`config.mk`:
```
export PLATFORM = sky130hd
export DESIGN_NAME = overload_cutoff_monitor_flat
export DESIGN_NICKNAME = d
export VERILOG_FILES = /design/src/hdl/ocm_pkg.sv /design/src/hdl/ocm_ifs.sv /design/src/hdl/ocm_cfg_regs.sv /design/src/hdl/ocm_limit_pipe.sv /design/src/hdl/ocm_flag_state.sv /design/src/hdl/overload_cutoff_monitor.sv /design/src/flat_wrapper.sv
export SDC_FILE = /design/constraint.sdc
export NUM_CORES = 2
export LEC_CHECK = 0
export BUFFER_PORTS_ARGS = -buffer_cell sky130_fd_sc_hd__buf_2
export CORE_ASPECT_RATIO = 1.2
export CORE_MARGIN = 4
export CORE_UTILIZATION = 60
export DETAILED_ROUTE_END_ITERATION = 16
export PLACE_DENSITY = 0.75
export SYNTH_ARGS = -nofsm -noshare
export SYNTH_HDL_FRONTEND = slang
export SYNTH_SLANG_ARGS = --single-unit
```
`constraint.sdc`:
```
create_clock -name clk -period 11.6 [get_ports clk]
set_input_delay 1.16 -clock clk [delete_from_list [all_inputs] [get_ports clk]]
set_output_delay 1.16 -clock clk [all_outputs]
set_load 0.02 [all_outputs]
```
`src/hdl/ocm_pkg.sv`:
```
package ocm_pkg;

	localparam int LoadW    = 24;
	localparam int RatioW   = 12;
	localparam int TickW    = 8;
	localparam int FracW    = 10;
	localparam int CntW     = 8;
	localparam int CmpW     = (CntW > TickW) ? CntW : TickW;
	localparam int ProdW    = LoadW + RatioW + 1;
	localparam int CfgIdxW  = 3;
	localparam int CfgDataW = 24;

	typedef enum logic [CfgIdxW-1:0] {
		REG_INSTANT_RATIO = 3'd0,
		REG_INSTANT_TICKS = 3'd1,
		REG_CONTROL_RATIO = 3'd2,
		REG_CONTROL_TICKS = 3'd3,
		REG_ALARM_RATIO   = 3'd4,
		REG_SLOW_WEIGHT   = 3'd5,
		REG_SLOW_TICKS    = 3'd6
	} cfg_idx_t;

	localparam logic [RatioW-1:0] InstantRatioRst = 12'd1024;
	localparam logic [TickW-1:0]  InstantTicksRst = 8'd1;
	localparam logic [RatioW-1:0] ControlRatioRst = 12'd1024;
	localparam logic [TickW-1:0]  ControlTicksRst = 8'd1;
	localparam logic [RatioW-1:0] AlarmRatioRst   = 12'd922;
	localparam logic [LoadW-1:0]  SlowWeightRst   = 24'd0;
	localparam logic [TickW-1:0]  SlowTicksRst    = 8'd1;

	typedef struct packed {
		logic [RatioW-1:0]       instant_ratio;
		logic [TickW-1:0]        instant_ticks;
		logic [RatioW-1:0]       control_ratio;
		logic [TickW-1:0]        control_ticks;
		logic [RatioW-1:0]       alarm_ratio;
		logic signed [LoadW-1:0] slow_weight;
		logic [TickW-1:0]        slow_ticks;
	} cfg_t;

	typedef struct packed {
		logic inst;
		logic ctrl;
		logic alarm;
		logic slow;
	} cmp_t;

	typedef logic [CntW-1:0] cnt_t;

	function automatic cnt_t sat_inc(input cnt_t c);
		return (c == {CntW{1'b1}}) ? c : c + CntW'(1);
	endfunction

endpackage

```
`src/hdl/ocm_ifs.sv`:
```
interface ocm_in_if;
	logic                              valid;
	logic                              ready;
	logic signed [ocm_pkg::LoadW-1:0] gross_load;
	logic signed [ocm_pkg::LoadW-1:0] rated_load;

	modport source(output valid, gross_load, rated_load, input ready);
	modport sink(input valid, gross_load, rated_load, output ready);
endinterface

interface ocm_out_if;
	logic valid;
	logic ready;
	logic cutoff;
	logic slowdown;
	logic alarm;

	modport source(output valid, cutoff, slowdown, alarm, input ready);
	modport sink(input valid, cutoff, slowdown, alarm, output ready);
endinterface

interface ocm_cfg_if;
	logic                            valid;
	logic                            ready;
	logic [ocm_pkg::CfgIdxW-1:0]    index;
	logic [ocm_pkg::CfgDataW-1:0]   data;

	modport source(output valid, index, data, input ready);
	modport sink(input valid, index, data, output ready);
endinterface

```
`src/hdl/ocm_cfg_regs.sv`:
```
module ocm_cfg_regs (
	input  logic           clk,
	input  logic           arst_n,
	ocm_cfg_if.sink        cfg,
	output ocm_pkg::cfg_t  regs
);

	ocm_pkg::cfg_t regs_q;

	assign cfg.ready = 1'b1;
	assign regs      = regs_q;

	always_ff @(posedge clk or negedge arst_n) begin
		if (!arst_n) begin
			regs_q.instant_ratio <= ocm_pkg::InstantRatioRst;
			regs_q.instant_ticks <= ocm_pkg::InstantTicksRst;
			regs_q.control_ratio <= ocm_pkg::ControlRatioRst;
			regs_q.control_ticks <= ocm_pkg::ControlTicksRst;
			regs_q.alarm_ratio   <= ocm_pkg::AlarmRatioRst;
			regs_q.slow_weight   <= ocm_pkg::SlowWeightRst;
			regs_q.slow_ticks    <= ocm_pkg::SlowTicksRst;
		end else if (cfg.valid && cfg.ready) begin
			unique case (ocm_pkg::cfg_idx_t'(cfg.index))
				ocm_pkg::REG_INSTANT_RATIO: regs_q.instant_ratio <= cfg.data[ocm_pkg::RatioW-1:0];
				ocm_pkg::REG_INSTANT_TICKS: regs_q.instant_ticks <= cfg.data[ocm_pkg::TickW-1:0];
				ocm_pkg::REG_CONTROL_RATIO: regs_q.control_ratio <= cfg.data[ocm_pkg::RatioW-1:0];
				ocm_pkg::REG_CONTROL_TICKS: regs_q.control_ticks <= cfg.data[ocm_pkg::TickW-1:0];
				ocm_pkg::REG_ALARM_RATIO:   regs_q.alarm_ratio   <= cfg.data[ocm_pkg::RatioW-1:0];
				ocm_pkg::REG_SLOW_WEIGHT:   regs_q.slow_weight   <= $signed(cfg.data[ocm_pkg::LoadW-1:0]);
				ocm_pkg::REG_SLOW_TICKS:    regs_q.slow_ticks    <= cfg.data[ocm_pkg::TickW-1:0];
				default: ;
			endcase
		end
	end

endmodule

```
`src/hdl/ocm_limit_pipe.sv`:
```
module ocm_limit_pipe (
	input  logic           clk,
	input  logic           arst_n,
	ocm_in_if.sink         sample,
	input  ocm_pkg::cfg_t  regs,
	input  logic           cmp_ready,
	output logic           cmp_valid,
	output ocm_pkg::cmp_t  cmp
);

	localparam int ExtW = ocm_pkg::ProdW - ocm_pkg::LoadW - ocm_pkg::FracW;

	logic                                v_s1;
	logic                                rdy1;
	logic signed [ocm_pkg::LoadW-1:0]   gross_s1, rated_s1;
	logic signed [ocm_pkg::ProdW-1:0]   prod_i, prod_c, prod_a;
	logic signed [ocm_pkg::ProdW-1:0]   gross_sc;

	assign rdy1         = !v_s1 || cmp_ready;
	assign sample.ready = rdy1;
	assign cmp_valid    = v_s1;

	assign prod_i = rated_s1 * $signed({1'b0, regs.instant_ratio});
	assign prod_c = rated_s1 * $signed({1'b0, regs.control_ratio});
	assign prod_a = rated_s1 * $signed({1'b0, regs.alarm_ratio});

	assign gross_sc = {{ExtW{gross_s1[ocm_pkg::LoadW-1]}}, gross_s1, {ocm_pkg::FracW{1'b0}}};

	always_comb begin
		cmp.inst  = gross_sc > prod_i;
		cmp.ctrl  = gross_sc > prod_c;
		cmp.alarm = gross_sc > prod_a;
		cmp.slow  = gross_s1 > $signed(regs.slow_weight);
	end

	always_ff @(posedge clk or negedge arst_n) begin
		if (!arst_n) begin
			v_s1 <= 1'b0;
		end else begin
			if (rdy1) begin
				v_s1 <= sample.valid;
			end
		end
	end

	always_ff @(posedge clk) begin
		if (sample.valid && rdy1) begin
			gross_s1 <= sample.gross_load;
			rated_s1 <= sample.rated_load;
		end
	end

endmodule

```
`src/hdl/ocm_flag_state.sv`:
```
module ocm_flag_state (
	input  logic           clk,
	input  logic           arst_n,
	input  ocm_pkg::cfg_t  regs,
	input  logic           cmp_valid,
	input  ocm_pkg::cmp_t  cmp,
	output logic           cmp_ready,
	ocm_out_if.source      result
);

	logic          out_valid_q;
	logic          cutoff_q, slow_q, alarm_q;
	logic          cutoff_d, slow_d;
	ocm_pkg::cnt_t inst_cnt_q, ctrl_cnt_q, slow_cnt_q;
	ocm_pkg::cnt_t inst_cnt_d, ctrl_cnt_d, slow_cnt_d;
	logic          ld;

	assign cmp_ready       = !out_valid_q || result.ready;
	assign ld              = cmp_valid && cmp_ready;
	assign result.valid    = out_valid_q;
	assign result.cutoff   = cutoff_q;
	assign result.slowdown = slow_q;
	assign result.alarm    = alarm_q;

	always_comb begin
		cutoff_d   = cutoff_q;
		slow_d     = slow_q;
		inst_cnt_d = '0;
		ctrl_cnt_d = '0;
		slow_cnt_d = '0;

		if (cmp.inst) begin
			inst_cnt_d = ocm_pkg::sat_inc(inst_cnt_q);
			if (ocm_pkg::CmpW'(inst_cnt_d) >= ocm_pkg::CmpW'(regs.instant_ticks)) begin
				cutoff_d = 1'b1;
			end
		end

		if (cmp.ctrl) begin
			ctrl_cnt_d = ocm_pkg::sat_inc(ctrl_cnt_q);
			if (ocm_pkg::CmpW'(ctrl_cnt_d) >= ocm_pkg::CmpW'(regs.control_ticks)) begin
				cutoff_d = 1'b1;
			end
		end else begin
			cutoff_d   = 1'b0;
			inst_cnt_d = '0;
		end

		if (cmp.slow) begin
			slow_cnt_d = ocm_pkg::sat_inc(slow_cnt_q);
			if (ocm_pkg::CmpW'(slow_cnt_d) > ocm_pkg::CmpW'(regs.slow_ticks)) begin
				slow_d = 1'b1;
			end
		end else begin
			slow_d = 1'b0;
		end
	end

	always_ff @(posedge clk or negedge arst_n) begin
		if (!arst_n) begin
			out_valid_q <= 1'b0;
			cutoff_q    <= 1'b0;
			slow_q      <= 1'b0;
			alarm_q     <= 1'b0;
			inst_cnt_q  <= '0;
			ctrl_cnt_q  <= '0;
			slow_cnt_q  <= '0;
		end else begin
			if (ld) begin
				out_valid_q <= 1'b1;
				cutoff_q    <= cutoff_d;
				slow_q      <= slow_d;
				alarm_q     <= cmp.alarm;
				inst_cnt_q  <= inst_cnt_d;
				ctrl_cnt_q  <= ctrl_cnt_d;
				slow_cnt_q  <= slow_cnt_d;
			end else if (result.ready) begin
				out_valid_q <= 1'b0;
			end
		end
	end

endmodule

```
`src/hdl/overload_cutoff_monitor.sv`:
```
// Overload cutoff monitor: takes one load sample per clock and returns one flag
// set (cutoff, slowdown, alarm) per sample, in order. The accepting edge loads the
// input register; the three limit products and compares and the counter and sticky
// flag update are combinational, and the result register loads from them once the
// output side can take a new result. A stalled result
// holds the input register, which then holds off the next request. The three
// limits are exact signed compares of gross * 1024 against rated * ratio (Q2.10).
// Configuration writes are always ready and take effect at once; write them only
// while no sample is in flight.
module overload_cutoff_monitor (
	input  logic        clk,
	input  logic        arst_n,
	ocm_in_if.sink      sample,
	ocm_out_if.source   result,
	ocm_cfg_if.sink     cfg
);

	ocm_pkg::cfg_t regs;
	ocm_pkg::cmp_t cmp;
	logic          cmp_valid;
	logic          cmp_ready;

	ocm_cfg_regs u_cfg_regs (
		.clk    (clk),
		.arst_n (arst_n),
		.cfg    (cfg),
		.regs   (regs)
	);

	ocm_limit_pipe u_limit_pipe (
		.clk       (clk),
		.arst_n    (arst_n),
		.sample    (sample),
		.regs      (regs),
		.cmp_ready (cmp_ready),
		.cmp_valid (cmp_valid),
		.cmp       (cmp)
	);

	ocm_flag_state u_flag_state (
		.clk       (clk),
		.arst_n    (arst_n),
		.regs      (regs),
		.cmp_valid (cmp_valid),
		.cmp       (cmp),
		.cmp_ready (cmp_ready),
		.result    (result)
	);

	a_cutoff_clears: assert property (@(posedge clk) disable iff (!arst_n)
		(cmp_valid && cmp_ready && !cmp.ctrl) |=> !result.cutoff)
		else $error("cutoff held at or below control limit");

	a_alarm_follows: assert property (@(posedge clk) disable iff (!arst_n)
		(cmp_valid && cmp_ready) |=> (result.alarm == $past(cmp.alarm)))
		else $error("alarm does not follow alarm compare");

	a_flags_hold: assert property (@(posedge clk) disable iff (!arst_n)
		!(cmp_valid && cmp_ready) |=> $stable({result.cutoff, result.slowdown, result.alarm}))
		else $error("flags changed without a new request");

endmodule

```
`src/flat_wrapper.sv`:
```
// flat-port wrapper written by rule: the top's interface ports become plain ports
module overload_cutoff_monitor_flat 
  (clk, arst_n, sample_valid, sample_gross_load, sample_rated_load, sample_ready, result_valid, result_cutoff, result_slowdown, result_alarm, result_ready, cfg_valid, cfg_index, cfg_data, cfg_ready);
  ocm_in_if sample_i ();
  ocm_out_if result_i ();
  ocm_cfg_if cfg_i ();
  input  logic clk;
  input  logic arst_n;
  input wire logic [$bits(sample_i.valid)-1:0] sample_valid;
  input wire logic [$bits(sample_i.gross_load)-1:0] sample_gross_load;
  input wire logic [$bits(sample_i.rated_load)-1:0] sample_rated_load;
  output wire logic [$bits(sample_i.ready)-1:0] sample_ready;
  output wire logic [$bits(result_i.valid)-1:0] result_valid;
  output wire logic [$bits(result_i.cutoff)-1:0] result_cutoff;
  output wire logic [$bits(result_i.slowdown)-1:0] result_slowdown;
  output wire logic [$bits(result_i.alarm)-1:0] result_alarm;
  input wire logic [$bits(result_i.ready)-1:0] result_ready;
  input wire logic [$bits(cfg_i.valid)-1:0] cfg_valid;
  input wire logic [$bits(cfg_i.index)-1:0] cfg_index;
  input wire logic [$bits(cfg_i.data)-1:0] cfg_data;
  output wire logic [$bits(cfg_i.ready)-1:0] cfg_ready;
  assign sample_i.valid = sample_valid;
  assign sample_i.gross_load = sample_gross_load;
  assign sample_i.rated_load = sample_rated_load;
  assign sample_ready = sample_i.ready;
  assign result_valid = result_i.valid;
  assign result_cutoff = result_i.cutoff;
  assign result_slowdown = result_i.slowdown;
  assign result_alarm = result_i.alarm;
  assign result_i.ready = result_ready;
  assign cfg_i.valid = cfg_valid;
  assign cfg_i.index = cfg_index;
  assign cfg_i.data = cfg_data;
  assign cfg_ready = cfg_i.ready;
  overload_cutoff_monitor u_core (.clk(clk), .arst_n(arst_n), .sample(sample_i), .result(result_i), .cfg(cfg_i));
endmodule
```
After elaboration in Yosys (flattened, before gate mapping)
Cells that the tools add are included.
{ "word_totals": {"reg_bits": 161, "in_bits": 80} }
{ "op_classes": {"n_eq_ne": 12, "multipliers": 3, "n_reduce_logical": 17, "order_cmp": 7, "add_sub_neg": 3, "n_mux": 15} }
{ "ops": {"columns": ["operator", "count"], "rows": [
  ["greater-than comparator 34 x 37 -> 1 bit", 3],
  ["multiplier 24 x 13 -> 37 bit", 3],
  ["two-way mux 8 bit", 7],
  ["adder 8 x 1 -> 8 bit, second input constant", 3],
  ["== test 8 bit, second input constant", 3],
  ["greater-than comparator 24 bit", 1],
  ["greater-or-equal comparator 8 bit", 2],
  ["AND reduction 2 bit", 8],
  ["== test 3 bit, second input constant", 3],
  ["greater-than comparator 8 bit", 1],
  ["two-way mux 1 bit", 8],
  ["== test 3 x 2 -> 1 bit, second input constant", 2],
  ["== test 3 x 1 -> 1 bit, second input constant", 1],
  ["zero test 3 bit", 1],
  ["inequality test 3 x 2 -> 1 bit, second input constant", 1],
  ["inequality test 3 bit, second input constant", 1],
  ["AND reduction 3 bit", 1],
  ["logical AND 1 bit", 2],
  ["zero test 1 bit", 2],
  ["logical OR 1 bit", 2],
  ["inequality test 2 bit, second input constant", 1],
  ["nonzero test 2 bit", 1]
]} }

Logic depth before layout (Yosys ltp)
{ "logic_depth": {"word_depth": 7, "mapped_depth": 35, "mapped_depth_nobuf": 31} }

Hierarchy
A second synthesis with hierarchy kept.
{ "hier_totals": {"hier_cells": 4521, "area_unflattened_um2": 40879.2} }
{ "modules_own_cells": {"columns": ["module", "area_per_inst_um2", "seq_area_each_um2", "cells_each", "instances"], "rows": [
  ["ocm_limit_pipe", 35211.3, 1466.4, 4060, 1],
  ["ocm_cfg_regs", 3301.9, 2115.8, 184, 1],
  ["ocm_flag_state", 2366.0, 700.7, 277, 1]
]} }

Worst setup path before layout
Ideal clock, no wire load.
{ "synth_path": {"kind": "register to register", "startpoint": "register u_core.u_limit_pipe.rated_s1[7] in the netlist's numbering", "endpoint": "register u_core.u_flag_state.ctrl_cnt_q[3]", "arrival_time_ns": 7.244, "required_time_ns": 11.475, "stages_incl_launch_ff": 33, "path_slack_ns": 4.231, "synth_period_minus_slack_ns": 7.369, "path_cell_list": "edfxtp_1 clkbuf_1 clkbuf_1 and2_1 fa_1 inv_1 fa_1 inv_1 fa_1 inv_1 fa_1 fa_1 inv_1 ha_1 a211oi_1 o21ai_1 a21o_1 a221oi_2 o41ai_1 a21o_1 a221o_1 a21oi_2 xor2_1 ha_1 nand4_1 nor4_1 o311ai_1 a21oi_1 a31oi_1 nand2_1 clkbuf_1 o21ai_0 mux2_2"} }
{ "synth_via": {"elab_chain_len": 3} }
{ "synth_lines": {"columns": ["item", "line_no", "text"], "rows": [
  ["from (decl)", "ocm_limit_pipe.sv:15", "logic signed [ocm_pkg::LoadW-1:0] gross_s1, rated_s1;"],
  ["from (signal assigned)", "ocm_limit_pipe.sv:49", "rated_s1 <= sample.rated_load;"],
  ["multiplier 24 x 13 -> 37 bit", "ocm_limit_pipe.sv:24", "assign prod_c = rated_s1 * $signed({1'b0, regs.control_ratio});"],
  ["greater-than comparator 34 x 37 -> 1 bit", "ocm_limit_pipe.sv:31", "cmp.ctrl = gross_sc > prod_c;"],
  ["two-way mux 8 bit", "ocm_flag_state.sv:39", "if (cmp.ctrl) begin"],
  ["to (signal assigned)", "ocm_flag_state.sv:75", "ctrl_cnt_q <= ctrl_cnt_d;"],
  ["to (decl)", "ocm_flag_state.sv:14", "ocm_pkg::cnt_t inst_cnt_q, ctrl_cnt_q, slow_cnt_q;"]
]} }
Every way passes these cells.
A chain may end at the register's enable or synchronous reset.

Final worst setup path
{ "layout_path": {"startpoint": "register u_core.u_limit_pipe.rated_s1[5] in the netlist's numbering", "endpoint": "register u_core.u_flag_state.inst_cnt_q[3]"} }
{ "layout_via": {"elab_chain_len": 4, "word_cells_on_any_way": 6, "cone_classes": "mul: 2; order compare: 2; mux: 2"} }
{ "layout_lines": {"columns": ["item", "line_no", "text"], "rows": [
  ["multiplier 24 x 13 -> 37 bit", "ocm_limit_pipe.sv:23", "assign prod_i = rated_s1 * $signed({1'b0, regs.instant_ratio});"],
  ["greater-than comparator 34 x 37 -> 1 bit", "ocm_limit_pipe.sv:30", "cmp.inst = gross_sc > prod_i;"],
  ["two-way mux 8 bit", "ocm_flag_state.sv:32", "if (cmp.inst) begin"],
  ["two-way mux 8 bit (*)", "ocm_flag_state.sv:39", null],
  ["to (signal assigned)", "ocm_flag_state.sv:74", "inst_cnt_q <= inst_cnt_d;"],
  ["to (decl)", "ocm_flag_state.sv:14", null]
]} }
Mark *: on every way between the ends. The rest lies on a longest branch, timed or not.

==> metrics.txt <==
largest net degree at the start of global routing=roughly 60; IO Pins=86; global-route wire length before repair=158000 um; reg-to-reg slack, setup=roughly 2.2 ns; Final TNS setup=0 ns; final setup fails=0; gr ovfl total=0; post-synth top area share=between 30 and 40%; Startpoint Class=flop; number of hold violations in the final report=0; reg2reg path depth=28; CTS Buffer Depth=2; CP Launch Point=u_core.u_limit_pipe.rated_s1[5]; fin. max-slew vios=0; Remaining DRCs=0; Min-Delay Path Class=reg2reg; post-cts resize count=0; worst-path fanout max=22; fin nets=between 5000 and 6000; Port Buffers=84; Inserted Clock Buffers=17; Final ANT Viol Nets=0; WHS Path Cells=2; core area=65700 um2; Routed wire per std cell=18.5 um; post-DP HPWL=between 70000 and 80000 um; sequential fraction of the synthesis area=10.8%; Yosys warning total=0; status=finished, final reports clean; top-count cell post-synth=inv_1; Reg clk slew, reported paths=around 0.09 ns; min Tclk post-route=~9.4 ns; post-synthesis area per instance=9.11 um2; Initial DRC Count=approximately 1600; CP Capture Type=flop; Antenna Diode Count=0; Die Span X=roughly 240 um; FP Rows=a little over 100; post-synth cell types=between 70 and 80; Worst EP required=12.03 ns; Post-Syn Area=about 40000 um2; synthesized flop and latch total=between 150 and 200; Routed WL=roughly 95000 um; ys async rst share=a little over two thirds; htree depth=4; height of the die=a little under 300 um; vias in the first global route=~31000; R2R Path End=u_core.u_flag_state.inst_cnt_q[3]; hold buffers post-CTS=0; Max Fclk=about 110 MHz; CP peak stage delay=roughly 0.75 ns; Min-Delay Endpoint=u_core.u_flag_state.result.alarm; DIE AREA=70400 um2; Worst EP arrival=a little under 10 ns; syn nets=around 5600; Gate Count Post-Synth=~4400; CP Class=reg2reg; total iterations of the first detailed-routing run=5; total number of vias=just under 30000; Slew @ Worst Pin=~1.1 ns; CTS Sinks=approximately 160; Skew-Pair Late Insertion Delay=approximately 0.52 ns; commonest cells in the synthesized netlist=inv_1, fa_1, nand2_1; Syn-to-layout area delta=4.26%; share of cells above drive strength 1=under 10%; TritonCTS clock tree=built; unrepaired setup endpoints after global routing=no; slowest CP cell=o41ai_2; CP most frequent cell=fa_1; GRT Overall Usage=28.1%; area leader, netlist=fa_1; Layout fillers=~5500; clk_skew=between 0.03 and 0.04 ns; design area=41400 um2; Setup Fix Bufs, Post-CTS=0; initial antenna violation count=0; Max-Cap Viols=0; RD Place Congestion=0.894; Post-synth EDFFs=48; synth top area cells=fa_1, ha_1, inv_1, dfrtp_1, and2_1; Starting Density=roughly 60%; ys flop type=dfrtp_1; final period utilization=around 80%; Vias/cell=5.60; reg2reg start=u_core.u_limit_pipe.rated_s1[5]; min-delay src=u_core.u_flag_state.result.alarm; Root Driver=clkbuf_16; Placed Area=around 41000 um2; Max-slew headroom=25.4%
stage by stage:
step | hold slack (ns) | setup slack (ns) | instances | util (%)
final | 0.492 | 2.16 | 5164 | 63.0
after global routing | 0.504 | 1.54 | 5164 | 63.0
after CTS | 0.493 | 2.26 | 5164 | 63.0
after detailed placement | 0.472 | 2.32 | 5132 | 62.0
after global placement | 0.464 | 2.50 | 5132 | 62.0
after floorplan | 0.471 | 4.23 | 4361 | -
cells by family (layout without fill, tap and decap cells):
logic type / after synthesis / count (layout) / share of synthesized area (%)
other: 1 / 1 / 0.00944
AND/OR/NAND/NOR: 1198 / 1198 / 14.8
multiplexers: 80 / 80 / 2.27
buffers and inverters: 1225 / 1188 / 11.6
AO/OA/AOI/OAI: 422 / 422 / 6.94
adder cells (fa/ha/maj): 1155 / 1155 / 51.0
XOR/XNOR: 119 / 119 / 2.62
flip-flops: 161 / 161 / 10.8
area by class of cell:
cell class,count,area [um2],share of cell area [%]
Inverter,1036,3890,9.39
Clock buffer,17,425,1.03
Multi-Input combinational cell,2975,30900,74.5
Timing Repair Buffer,120,693,1.67
Sequential cell,161,4280,10.3
Clock inverter,15,214,0.517
Tap cell,840,1050,2.54
routing by layer:
metal	up-vias	global-route usage [%]	share of wire, %
met4	0	13.3	5.5
met1	14722	35.4	39
met5	-	0	0
met3	236	3.31	5.2
met2	882	48.6	51
li1	13081	-	-
worst max-delay path, delay by kind of cell (launching register included):
kind / cells / cell delay [ns]
adders and majority gates: 7 / 3.12
AOI/OAI and AO/OA: 10 / 3.03
and+or+nand+nor: 5 / 1.88
DFF: 1 / 0.67
buffers and inverters: 5 / 0.56
xor gates and xnor gates: 1 / 0.08
state kept, by name (all words and copies together), names as in the netlist:
| register | flops |
|---|---|
| u_core.u_flag_state.slow_cnt_q | 8 |
| u_core.u_flag_state.result.valid | 1 |
| u_core.u_flag_state.ctrl_cnt_q | 8 |
| u_core.u_limit_pipe.rated_s1 | 24 |
| u_core.u_limit_pipe.gross_s1 | 24 |
| u_core.u_flag_state.inst_cnt_q | 8 |
| u_core.u_cfg_regs.regs | 84 |
| u_core.u_flag_state.result.cutoff | 1 |
| u_core.u_limit_pipe.cmp_valid | 1 |
| u_core.u_flag_state.result.slowdown | 1 |
| u_core.u_flag_state.result.alarm | 1 |
cell usage in the layout (no fill, tap or decap), types with 4 or more instances in the layout:
master,instances
a211o_1,6
a211oi_1,12
a21o_1,67
a21oi_1,127
a21oi_2,5
a22o_1,8
a31oi_1,8
and2_1,397
and3_1,4
buf_2,83
buf_4,37
clkbuf_16,17
clkinv_8,5
dfrtp_1,102
dfstp_2,11
edfxtp_1,48
fa_1,774
ha_1,381
inv_1,1036
inv_12,6
inv_6,4
mux2_2,80
nand2_1,563
nand2b_1,18
nand3_1,49
nand4_1,33
nand4b_1,5
nor2_1,62
nor2b_1,16
nor3_1,20
nor4_1,11
o211ai_1,10
o21a_1,23
o21ai_0,76
o21ai_1,17
o21bai_1,9
o31ai_1,6
or3_1,5
xnor2_1,66
xor2_1,53
how the worst max path moves through the flow:
stage	slack, ns	end	cells after the start
finish	2.16	u_core.u_flag_state.inst_cnt_q[3]	28
global placement	2.50	u_core.u_flag_state.inst_cnt_q[3]	28
global route	1.54	u_core.u_flag_state.inst_cnt_q[3]	29
detailed placement	2.32	u_core.u_flag_state.inst_cnt_q[3]	28
floorplan	4.23	u_core.u_flag_state.ctrl_cnt_q[3]	32
CTS	2.26	u_core.u_flag_state.inst_cnt_q[3]	28
Power is not shown: default switching activity piles up to over one toggle a cycle in this logic, so the estimate is an artifact.
